--- config.mk ---
export PLATFORM = sky130hd
export DESIGN_NAME = segy_endian_swapper_unit
export DESIGN_NICKNAME = d
export VERILOG_FILES = /design/src/rtl/segy_pkg.sv /design/src/rtl/segy_endian_swapper_unit.sv /design/src/rtl/segy_front.sv /design/src/rtl/segy_fifo.sv /design/src/rtl/segy_back.sv
export SDC_FILE = /design/constraint.sdc
export NUM_CORES = 1
export LEC_CHECK = 0
export ABC_AREA = 1
export ABC_CLOCK_PERIOD_IN_PS = 16200
export CAP_MARGIN = 20
export CORE_ASPECT_RATIO = 1.5
export CORE_MARGIN = 3
export CORE_UTILIZATION = 30
export DETAILED_ROUTE_END_ITERATION = 16
export DONT_BUFFER_PORTS = 1
export PLACE_DENSITY = 0.4
export SYNTH_ARGS = -nofsm -noshare
export SYNTH_HDL_FRONTEND = slang
export SYNTH_SLANG_ARGS = --single-unit
--- constraint.sdc ---
create_clock -name clk -period 16.2 [get_ports clk]
set_input_delay 2.43 -clock clk [delete_from_list [all_inputs] [get_ports clk]]
set_output_delay 2.43 -clock clk [all_outputs]
set_load 0.03 [all_outputs]
--- src/rtl/segy_pkg.sv ---
package segy_pkg;

    // File layout sizes in bytes.
    localparam int TEXT_HEADER_BYTES   = 3200;
    localparam int BINARY_HEADER_BYTES = 400;
    localparam int TRACE_HEADER_BYTES  = 240;
    localparam int MAX_SAMPLE_BYTES    = 8;

    // Bytes in the binary header that pass between the two swapped groups.
    localparam int BIN_GAP_BYTES = 240;

    // Word queue between the front and back parts.
    localparam int FIFO_DEPTH = 4;
    localparam int FIFO_AW    = $clog2(FIFO_DEPTH);

    // Width of the byte index inside one word.
    localparam int WIDX_W = $clog2(MAX_SAMPLE_BYTES);

    // Configuration port.
    localparam int APB_AW = 4;

    typedef enum logic [1:0] {
        REG_EXT_HEADER_COUNT  = 2'd0,
        REG_SAMPLES_PER_TRACE = 2'd1,
        REG_SAMPLE_BYTES      = 2'd2
    } reg_index_t;

    // Regions of the file, in stream order.
    typedef enum logic [2:0] {
        RG_TEXT = 3'd0,
        RG_BIN  = 3'd1,
        RG_EXT  = 3'd2,
        RG_THDR = 3'd3,
        RG_DATA = 3'd4
    } region_t;

    typedef struct packed {
        logic [15:0] ext_header_count;
        logic [15:0] samples_per_trace;
        logic [3:0]  sample_bytes;
    } cfg_t;

    // One complete word: bytes in arrival order and the byte count.
    typedef struct packed {
        logic [MAX_SAMPLE_BYTES-1:0][7:0] data;
        logic [3:0]                       count;
    } word_t;

    typedef struct packed {
        logic full;
        logic empty;
    } fifo_stat_t;

    // Word size in bytes for a word that starts at the given region offset.
    function automatic logic [3:0] word_size(region_t rg, logic [15:0] start,
                                             logic [3:0] sbytes);
        logic [3:0] size;
        size = 4'd1;
        unique case (rg)
            RG_BIN:
            begin
                if (start < 16'd12)                         size = 4'd4;
                else if (start < 16'd60)                    size = 4'd2;
                else if (start < 16'(60 + BIN_GAP_BYTES))   size = 4'd1;
                else if (start < 16'(66 + BIN_GAP_BYTES))   size = 4'd2;
                else                                        size = 4'd1;
            end
            RG_THDR:
            begin
                if (start < 16'd28)       size = 4'd4;
                else if (start < 16'd36)  size = 4'd2;
                else if (start < 16'd68)  size = 4'd4;
                else if (start < 16'd72)  size = 4'd2;
                else if (start < 16'd88)  size = 4'd4;
                else if (start < 16'd180) size = 4'd2;
                else if (start < 16'd200) size = 4'd4;
                else if (start < 16'd204) size = 4'd2;
                else if (start < 16'd208) size = 4'd4;
                else if (start < 16'd218) size = 4'd2;
                else if (start < 16'd222) size = 4'd4;
                else if (start < 16'd224) size = 4'd2;
                else if (start < 16'd228) size = 4'd4;
                else if (start < 16'd232) size = 4'd2;
                else                      size = 4'd1;
            end
            RG_DATA:
            begin
                if (sbytes == 4'd0)                          size = 4'd1;
                else if (sbytes > 4'(MAX_SAMPLE_BYTES))      size = 4'(MAX_SAMPLE_BYTES);
                else                                         size = sbytes;
            end
            default:
            begin
                size = 4'd1;
            end
        endcase
        return size;
    endfunction

endpackage

--- src/rtl/segy_endian_swapper_unit.sv ---
// Channel   Direction  Fields
// s_*       in         tdata[7:0] byte_in
// m_*       out        tdata[7:0] byte_out, tlast run_last
// APB       in/out     ext_header_count @0x0, samples_per_trace @0x4, sample_bytes @0x8
//
// One input byte is taken per cycle while the queue is not full; one output byte
// is sent per cycle while m_tready is high and words are queued. A word leaves once it is
// in the queue and loaded into the serializer; the output serializer sets the one byte per cycle rate.
// A four-word queue separates the byte classifier from the serializer, so
// s_tready drops only when that queue is full. No clearing pass after reset.
module segy_endian_swapper_unit
    import segy_pkg::*;
(
    input  logic              clk,
    input  logic              rst_n,
    input  logic              s_tvalid,
    output logic              s_tready,
    input  logic [7:0]        s_tdata,   // [7:0] byte_in
    output logic              m_tvalid,
    input  logic              m_tready,
    output logic [7:0]        m_tdata,   // [7:0] byte_out
    output logic              m_tlast,
    input  logic              psel,
    input  logic              penable,
    input  logic              pwrite,
    input  logic [APB_AW-1:0] paddr,
    input  logic [31:0]       pwdata,
    output logic [31:0]       prdata,
    output logic              pready
);

    cfg_t       cfg_reg, cfg_next;
    reg_index_t reg_idx;
    logic       cfg_wr;
    logic       push;
    logic       pop;
    word_t      push_word;
    word_t      head;
    fifo_stat_t stat;

    // Register decode for the configuration port.
    always_comb
    begin
        pready   = 1'b1;
        reg_idx  = reg_index_t'(paddr[3:2]);
        cfg_wr   = psel && penable && pwrite;
        cfg_next = cfg_reg;
        prdata   = 32'd0;
        unique case (reg_idx)
            REG_EXT_HEADER_COUNT:
            begin
                prdata = {16'd0, cfg_reg.ext_header_count};
                if (cfg_wr) cfg_next.ext_header_count = pwdata[15:0];
            end
            REG_SAMPLES_PER_TRACE:
            begin
                prdata = {16'd0, cfg_reg.samples_per_trace};
                if (cfg_wr) cfg_next.samples_per_trace = pwdata[15:0];
            end
            REG_SAMPLE_BYTES:
            begin
                prdata = {28'd0, cfg_reg.sample_bytes};
                if (cfg_wr) cfg_next.sample_bytes = pwdata[3:0];
            end
            default:
            begin
                prdata = 32'd0;
            end
        endcase
    end

    always_ff @(posedge clk or negedge rst_n)
    begin
        if (!rst_n)
        begin
            cfg_reg.ext_header_count  <= 16'd0;
            cfg_reg.samples_per_trace <= 16'd1;
            cfg_reg.sample_bytes      <= 4'd4;
        end
        else
        begin
            cfg_reg <= cfg_next;
        end
    end

    // Byte classifier and word assembly.
    segy_front u_front (
        .clk       (clk),
        .rst_n     (rst_n),
        .in_valid  (s_tvalid),
        .in_ready  (s_tready),
        .byte_in   (s_tdata),
        .cfg       (cfg_reg),
        .stat      (stat),
        .push      (push),
        .push_word (push_word)
    );

    // Queue of completed words.
    segy_fifo u_fifo (
        .clk       (clk),
        .rst_n     (rst_n),
        .push      (push),
        .push_word (push_word),
        .pop       (pop),
        .head      (head),
        .stat      (stat)
    );

    // Reversed byte serializer.
    segy_back u_back (
        .clk       (clk),
        .rst_n     (rst_n),
        .head      (head),
        .stat      (stat),
        .pop       (pop),
        .out_valid (m_tvalid),
        .out_ready (m_tready),
        .byte_out  (m_tdata),
        .run_last  (m_tlast)
    );

    // A completed word never arrives at a full queue.
    assert property (@(posedge clk) disable iff (!rst_n) push |-> !stat.full)
        else $error("word pushed into full queue");

    // The serializer never pulls from an empty queue.
    assert property (@(posedge clk) disable iff (!rst_n) pop |-> !stat.empty)
        else $error("word popped from empty queue");

    // With nothing queued and nothing sent, the output stays idle.
    assert property (@(posedge clk) disable iff (!rst_n)
        (stat.empty && !m_tvalid && !push) |=> !m_tvalid)
        else $error("output valid without a queued word");

endmodule

--- src/rtl/segy_front.sv ---
module segy_front
    import segy_pkg::*;
(
    input  logic       clk,
    input  logic       rst_n,
    input  logic       in_valid,
    output logic       in_ready,
    input  logic [7:0] byte_in,
    input  cfg_t       cfg,
    input  fifo_stat_t stat,
    output logic       push,
    output word_t      push_word
);

    region_t                          region_reg, region_next;
    logic [15:0]                      offset_reg, offset_next;
    logic [15:0]                      ext_rem_reg, ext_rem_next;
    logic [15:0]                      sample_cnt_reg, sample_cnt_next;
    logic [3:0]                       fill_reg, fill_next;
    logic [MAX_SAMPLE_BYTES-1:0][7:0] buf_reg, buf_next;

    logic                             accept;
    logic                             complete;
    logic [15:0]                      start;
    logic [15:0]                      off_inc;
    logic [15:0]                      ext_dec;
    logic [15:0]                      sc_inc;
    logic [3:0]                       size;
    logic [3:0]                       fill_inc;
    logic [MAX_SAMPLE_BYTES-1:0][7:0] word_data;

    // Classify the incoming byte and track the file position.
    always_comb
    begin
        in_ready  = !stat.full;
        accept    = in_valid && !stat.full;
        start     = offset_reg - {12'd0, fill_reg};
        size      = word_size(region_reg, start, cfg.sample_bytes);
        fill_inc  = fill_reg + 4'd1;
        off_inc   = offset_reg + 16'd1;
        ext_dec   = ext_rem_reg - 16'd1;
        sc_inc    = sample_cnt_reg + 16'd1;
        word_data = buf_reg;
        word_data[fill_reg[WIDX_W-1:0]] = byte_in;
        complete  = fill_inc >= size;

        region_next     = region_reg;
        offset_next     = offset_reg;
        ext_rem_next    = ext_rem_reg;
        sample_cnt_next = sample_cnt_reg;
        fill_next       = fill_reg;
        buf_next        = buf_reg;

        if (accept)
        begin
            buf_next    = word_data;
            offset_next = off_inc;
            if (!complete)
            begin
                fill_next = fill_inc;
            end
            else
            begin
                fill_next = 4'd0;
                unique case (region_reg)
                    RG_TEXT:
                    begin
                        if (off_inc >= 16'(TEXT_HEADER_BYTES))
                        begin
                            region_next = RG_BIN;
                            offset_next = 16'd0;
                        end
                    end
                    RG_BIN:
                    begin
                        if (off_inc >= 16'(BINARY_HEADER_BYTES))
                        begin
                            ext_rem_next = cfg.ext_header_count;
                            region_next  = (cfg.ext_header_count != 16'd0) ? RG_EXT : RG_THDR;
                            offset_next  = 16'd0;
                        end
                    end
                    RG_EXT:
                    begin
                        if (off_inc >= 16'(TEXT_HEADER_BYTES))
                        begin
                            ext_rem_next = ext_dec;
                            region_next  = (ext_dec != 16'd0) ? RG_EXT : RG_THDR;
                            offset_next  = 16'd0;
                        end
                    end
                    RG_THDR:
                    begin
                        if (off_inc >= 16'(TRACE_HEADER_BYTES))
                        begin
                            sample_cnt_next = 16'd0;
                            region_next = (cfg.samples_per_trace != 16'd0) ? RG_DATA : RG_THDR;
                            offset_next = 16'd0;
                        end
                    end
                    RG_DATA:
                    begin
                        offset_next     = 16'd0;
                        sample_cnt_next = sc_inc;
                        if (sc_inc >= cfg.samples_per_trace)
                        begin
                            region_next = RG_THDR;
                        end
                    end
                    default:
                    begin
                        region_next = RG_TEXT;
                        offset_next = 16'd0;
                    end
                endcase
            end
        end

        push            = accept && complete;
        push_word.data  = word_data;
        push_word.count = fill_inc;
    end

    // Position state.
    always_ff @(posedge clk or negedge rst_n)
    begin
        if (!rst_n)
        begin
            region_reg     <= RG_TEXT;
            offset_reg     <= 16'd0;
            ext_rem_reg    <= 16'd0;
            sample_cnt_reg <= 16'd0;
            fill_reg       <= 4'd0;
        end
        else
        begin
            region_reg     <= region_next;
            offset_reg     <= offset_next;
            ext_rem_reg    <= ext_rem_next;
            sample_cnt_reg <= sample_cnt_next;
            fill_reg       <= fill_next;
        end
    end

    // Bytes of the word being collected.
    always_ff @(posedge clk)
    begin
        buf_reg <= buf_next;
    end

endmodule

--- src/rtl/segy_fifo.sv ---
module segy_fifo
    import segy_pkg::*;
(
    input  logic       clk,
    input  logic       rst_n,
    input  logic       push,
    input  word_t      push_word,
    input  logic       pop,
    output word_t      head,
    output fifo_stat_t stat
);

    word_t              mem_reg [FIFO_DEPTH];
    logic [FIFO_AW-1:0] wr_ptr_reg, wr_ptr_next;
    logic [FIFO_AW-1:0] rd_ptr_reg, rd_ptr_next;
    logic [FIFO_AW:0]   count_reg, count_next;

    // Pointer and occupancy update.
    always_comb
    begin
        stat.full   = count_reg == (FIFO_AW+1)'(FIFO_DEPTH);
        stat.empty  = count_reg == '0;
        head        = mem_reg[rd_ptr_reg];
        wr_ptr_next = push ? wr_ptr_reg + 1'b1 : wr_ptr_reg;
        rd_ptr_next = pop ? rd_ptr_reg + 1'b1 : rd_ptr_reg;
        count_next  = count_reg + (FIFO_AW+1)'(push) - (FIFO_AW+1)'(pop);
    end

    always_ff @(posedge clk or negedge rst_n)
    begin
        if (!rst_n)
        begin
            wr_ptr_reg <= '0;
            rd_ptr_reg <= '0;
            count_reg  <= '0;
        end
        else
        begin
            wr_ptr_reg <= wr_ptr_next;
            rd_ptr_reg <= rd_ptr_next;
            count_reg  <= count_next;
        end
    end

    // Entry storage.
    always_ff @(posedge clk)
    begin
        if (push)
        begin
            mem_reg[wr_ptr_reg] <= push_word;
        end
    end

endmodule

--- src/rtl/segy_back.sv ---
module segy_back
    import segy_pkg::*;
(
    input  logic       clk,
    input  logic       rst_n,
    input  word_t      head,
    input  fifo_stat_t stat,
    output logic       pop,
    output logic       out_valid,
    input  logic       out_ready,
    output logic [7:0] byte_out,
    output logic       run_last
);

    word_t             cur_reg, cur_next;
    logic [WIDX_W-1:0] idx_reg, idx_next;
    logic              valid_reg, valid_next;
    logic              take;
    logic              drain;

    // Emit the held word from its newest byte down to its oldest.
    always_comb
    begin
        out_valid  = valid_reg;
        byte_out   = cur_reg.data[idx_reg];
        run_last   = idx_reg == '0;
        take       = valid_reg && out_ready;
        drain      = !valid_reg || (take && run_last);
        pop        = drain && !stat.empty;
        cur_next   = cur_reg;
        idx_next   = idx_reg;
        valid_next = valid_reg;
        if (take && !run_last)
        begin
            idx_next = idx_reg - 1'b1;
        end
        if (drain)
        begin
            valid_next = !stat.empty;
            if (!stat.empty)
            begin
                cur_next = head;
                idx_next = WIDX_W'(head.count - 4'd1);
            end
        end
    end

    always_ff @(posedge clk or negedge rst_n)
    begin
        if (!rst_n)
        begin
            idx_reg   <= '0;
            valid_reg <= 1'b0;
        end
        else
        begin
            idx_reg   <= idx_next;
            valid_reg <= valid_next;
        end
    end

    // Word being sent.
    always_ff @(posedge clk)
    begin
        cur_reg <= cur_next;
    end

endmodule
# Yosys cells after proc, flatten, opt, wreduce, memory -nomap -nowiden
# Memory sizes are Yosys's and may differ from the RTL's.
# Cells that the tools add are included.
word_totals:
  mem_count: 1
  mem_bits_rw: 272
  reg_bits: 230
  out_inout_bits: 44
  word_cells: 165
op_classes:
  n_mux: 52
  n_eq_ne: 12
  bitwise: 1
  n_lt_le_gt_ge: 27
  reduce_logical: 32
  add_sub_neg: 11
mem_list:
  columns: ["name", "depth", "width", "rd", "rd_clocked_by_memory_dff", "write_ports", "line", "rtl"]
  rows:
  - ["u_fifo.mem_reg", 4, 68, 1, 0, 1, "segy_fifo.sv:13", "word_t mem_reg [FIFO_DEPTH];"]
op_table:
  columns: ["operator", "count"]
  rows:
  - ["16-bit by 8-bit < comparator with 1-bit output (second input constant)", 9]
  - ["16-bit two-way mux", 7]
  - ["16-bit one-hot mux with 3 select lines", 2]
  - ["4-bit two-way mux", 19]
  - ["64-bit bitwise mux", 1]
  - ["16-bit one-hot mux with 2 select lines", 2]
  - ["16-bit by 7-bit < comparator with 1-bit output (second input constant)", 3]
  - ["16-bit nonzero test", 3]
  - ["16-bit by 1-bit adder with 16-bit output (second input constant)", 2]
  - ["16-bit by 6-bit < comparator with 1-bit output (second input constant)", 2]
  - ["16-bit by 9-bit < comparator with 1-bit output (second input constant)", 2]
  - ["3-bit two-way mux", 9]
  - ["8-bit binary-select mux with 3-bit select", 1]
  - ["8-bit demux with 3-bit select", 1]
  - ["16-bit by 12-bit greater-or-equal comparator with 1-bit output (second input constant)", 1]
  - ["16-bit greater-or-equal comparator", 1]
  - ["16-bit by 8-bit greater-or-equal comparator with 1-bit output (second input constant)", 1]
  - ["16-bit by 9-bit greater-or-equal comparator with 1-bit output (second input constant)", 1]
  - ["16-bit by 4-bit < comparator with 1-bit output (second input constant)", 1]
  - ["16-bit by 5-bit < comparator with 1-bit output (second input constant)", 1]
  - ["8-bit two-way mux", 2]
  - ["16-bit by 1-bit subtractor with 16-bit output (second input constant)", 1]
  - ["16-bit by 4-bit subtractor with 16-bit output", 1]
  - ["3-bit one-hot mux with 5 select lines", 1]
  - ["other kinds (31)", 61]

# Longest topological paths before layout
logic_depth:
  depth_word: 21
  ltp_mapped: 40

# Cells and area by module
# Synthesis repeated with hierarchy kept, for this count alone.
hier_totals:
  cells_unflattened: 2607
  area_unflattened_um2: 24219.5
modules_own_cells:
  columns: ["mod", "cells_each", "area_each_um2", "n_inst"]
  rows:
  - ["segy_fifo", 1111, 11758.8, 1]
  - ["segy_front", 958, 7558.5, 1]
  - ["segy_back", 299, 3088.0, 1]
  - ["segy_endian_swapper_unit", 239, 1814.2, 1]

# Least setup slack after synthesis
# Ideal clock, no wire load.
synth_timing:
  kind: "input -> register"
  startpoint: "input port s_tvalid"
  endpoint: "memory u_fifo.mem_reg[0][0] in the netlist's numbering, enable pin"
  path_slack_ns: 8.972
  cell_stages: 4
  arrival_ns: 6.736
  path_cell_list: "nand2_1 -> clkinv_1 -> nand2_1 -> nor2_1"
synth_via:
  elab_chain_cells: 4
synth_lines:
  columns: ["element", "line", "rtl"]
  rows:
  - ["from (decl)", "segy_endian_swapper_unit.sv:16", "input logic s_tvalid,"]
  - ["1-bit logical AND", "segy_front.sv:36", "accept = in_valid && !stat.full;"]
  - ["via u_front.accept", "segy_front.sv:22", "logic accept;"]
  - ["1-bit logical AND", "segy_front.sv:119", "push = accept && complete;"]
  - ["1-bit two-way mux", "segy_fifo.sv:48", "if (push)"]
  - ["1-bit two-way mux (not written as such)", "segy_fifo.sv:50", "mem_reg[wr_ptr_reg] <= push_word;"]
  - ["to (decl)", "segy_fifo.sv:13", null]
# The timed path passes the listed nets, and every way through them passes these cells.

# Final worst setup path
layout_timing:
  startpoint: "input port paddr[3]"
  endpoint: "output port prdata[5]"
layout_via:
  elab_chain_cells: 2
  elab_cells_between_ends: 4
  classes_between: "2 x eq/ne; 1 x mux; 1 x reduce/logical"
layout_lines:
  columns: ["element", "line", "rtl"]
  rows:
  - ["from (decl)", "segy_endian_swapper_unit.sv:26", "input logic [APB_AW-1:0] paddr,"]
  - ["2-bit equality test, or another cell as far along", "segy_endian_swapper_unit.sv:49", "unique case (reg_idx)"]
  - ["16-bit one-hot mux with 3 select lines *", "segy_endian_swapper_unit.sv:49", null]
  - ["to (decl)", "segy_endian_swapper_unit.sv:28", "output logic [31:0] prdata,"]
# Mark *: on every way between the ends. The rest lies on a longest branch, timed or not.

==> summary.txt <==
Std cell rows = 121
Placed Instances = 3,014
DRC Markers = 0
Overflow after GRT = 0
Max H-tree Level = 2
Initial core utilization = 30.4%
Ys async rst share = 20.5%
Max reg flops = 268
Setup TNS = 0 ps
Post-synth EDFFs = 396
CP max FO = 12
Slew HR = 26.4%
Vias in the first global route = 15,102
Design area = 24,900 sq um
Crit path kind = primary input to output pin
Worst hold path depth = 2
Clock Latency Late Sink = 610 ps
Ys flop type = edfxtp_1
CTS tree = done
Post-Syn Area = 22,300 sq um
Max Cap Violations = 0
Antenna-violating nets left = 0
Hold Slack = 484 ps
Area Growth Syn to Fin = 11.9%
Core area = 73,100 sq um
Least-Margin Pin Slew = 1100 ps
CP bufs+invs = 1
Number of gates resized after cts = 0
Die Wd = 228 microns
Distinct cells, synth = 50
Most frequent cells in the layout = edfxtp_1, nand2_1, o21ai_0
Family with the most delay on the worst path = compound AO/OA/AOI/OAI gates
Overall Global Routing Usage = 15.9%
Reg2Reg Depth = 31
Fin crit period = 6590 ps
Drt total wl = 62.1 mm
Startpoint Class = primary input
Synth Area per Inst = 10.6 sq um
Largest net degree at the start of global routing = 103
Setup Fix Bufs, Post-CTS = 0
WP data arrival = 4160 ps
Dpl hpwl = 37.4 mm
FF-to-FF setup slack = 9650 ps
Crit. End Element = output pin
Crit Reg-Reg Startpoint = u_front.fill_reg[0]$_DFFE_PN0P_
Num CTS Buffers = 51
Slew Limit Fails = 0
Met3 Wirelength = 2.09 mm
Area of placed instances = 23,300 sq um
Clock Skews = 18.8 ps
Initial antenna violation count = 1
Clock sinks = 498
Clock Tree Buf Depth = 3
CP Launch Point = paddr[3]
Final hold viol count = 0
Final GP Congestion = 0.821
First-pass GRT wire length = 94.0 mm
LEAKAGE = 9.47 nW
Via/cell ratio = 4.80
Share of layout cells above drive strength 1 = 6.82%
Crit path depth = 3
Ports = 95
Worst flop-to-flop path endpoint = u_fifo.mem_reg[3][24]$_DFFE_PP_
Die area = 77,600 sq um
Power density over cell area = 197 nW/um^2
Reg clk slew, reported paths = 60 ps
Final Non-Filler Cells = 3,110
DR pass1 iterations = 4
Routed vias = 14,914
Routed length on met1 = 24.8 mm
Routed WL per cell = 20.0 microns
Clock root buffer = clkbuf_16
Most common cell after layout, fill and taps aside = edfxtp_1
Worst path slowest cell = o22ai_1
DR iter-0 viols = 869
Fmax achieved = 152 MHz
Crit-path cells = nor2_1 > inv_1 > o22ai_1
FF+latch count, synth = 498
CP peak stage delay = 720 ps
Peak supply drop = 0.0895 mV
Worst endpoint required time = 13,770 ps
Util after Layout = 34.1%
RSZ-0062 raised after global routing = false
Max layer used = met4
Nets@finish = 2,173
Period utilization = 40.7%
Register area share after synthesis = 64.9%
Final setup violation count = 0
Met2 Routed Length = 33.2 mm
Outcome = finished, final reports clean
Post-Syn Instances = 2,093
IO buf count = 0
HP Class = flip-flop to flip-flop
Die Span Y = 340 microns
CP endpoint = prdata[5]
Hold_buf cts = 0
Synth warnings = 0
==> through the flow <==
step / total power, mW / setup WS, ps
2_1_floorplan: 3.22 / 8970
3_3_place_gp: 3.83 / 9310
3_5_place_dp: 3.84 / 9450
4_1_cts: 5.02 / 9430
5_1_grt: 5.28 / 8990
6_report: 4.92 / 9610
==> how the worst min path moves through the flow <==
stage | start | to | slack [ps]
2_1_floorplan | cfg_reg[10]$_DFFE_PN0P_ | cfg_reg[10]$_DFFE_PN0P_ | 450
3_3_place_gp | cfg_reg[12]$_DFFE_PN0P_ | cfg_reg[12]$_DFFE_PN0P_ | 470
3_5_place_dp | cfg_reg[12]$_DFFE_PN0P_ | cfg_reg[12]$_DFFE_PN0P_ | 470
4_1_cts | cfg_reg[12]$_DFFE_PN0P_ | cfg_reg[12]$_DFFE_PN0P_ | 490
5_1_grt | cfg_reg[15]$_DFFE_PN0P_ | cfg_reg[15]$_DFFE_PN0P_ | 520
6_report | cfg_reg[12]$_DFFE_PN0P_ | cfg_reg[12]$_DFFE_PN0P_ | 480
==> layer usage <==
layer / up-vias / GRT usage, %
met5: - / 0
met4: 0 / 5.20
met3: 100 / 2.42
met2: 253 / 30.2
met1: 7324 / 18.0
li1: 7237 / -
==> kinds of logic (layout without fill, tap and decap cells) <==
group	Yosys count	count (layout)	share of synthesized area (%)
simple gates	771	771	14.4
flops	498	498	64.9
compound gates	470	470	11.5
buf+inv	262	279	4.86
xor+xnor	46	46	1.81
fa+ha+maj	39	39	2.26
mux	5	5	0.225
other cells	2	18	0.0337
==> layout make-up <==
| cell class | count | area (sq um) |
|---|---|---|
| sequential | 498 | 14500 |
| inverter | 159 | 601 |
| clock buffer | 68 | 1380 |
| timing repair buffer | 25 | 188 |
| multi-input combinational | 1348 | 6830 |
| fill | 7361 | 48200 |
| antenna | 1 | 2.50 |
| tap | 984 | 1230 |
| clock inverter | 27 | 231 |
==> tightest hold or removal path, stage by stage, from the launching register on <==
cell,delay (ps)
dfrtp_1,340
nand2_1,50
o21ai_0,60
==> where the power goes <==
group          switching (mW)  leakage, nW  internal (mW)
clock                   0.505        0.780          0.647
combinational            1.30         3.72          0.464
sequential              0.138         4.97           1.86
==> cells in the mapped netlist (18+ instances only) <==
| cell type | count | area share (%) |
|---|---|---|
| nand3_1 | 51 | 1.1 |
| clkbuf_1 | 76 | 1.3 |
| nand2_1 | 374 | 6.3 |
| o21ai_0 | 313 | 7.0 |
| a21oi_1 | 29 | 0.65 |
| ha_1 | 37 | 2.1 |
| xor2_1 | 38 | 1.5 |
| nor3_1 | 24 | 0.54 |
| nor2_1 | 273 | 4.6 |
| edfxtp_1 | 396 | 53 |
| nand4_1 | 18 | 0.51 |
| dfrtp_1 | 100 | 11 |
| inv_1 | 152 | 2.6 |
| o22ai_1 | 77 | 2.2 |
(Power assumes the default switching activity.)
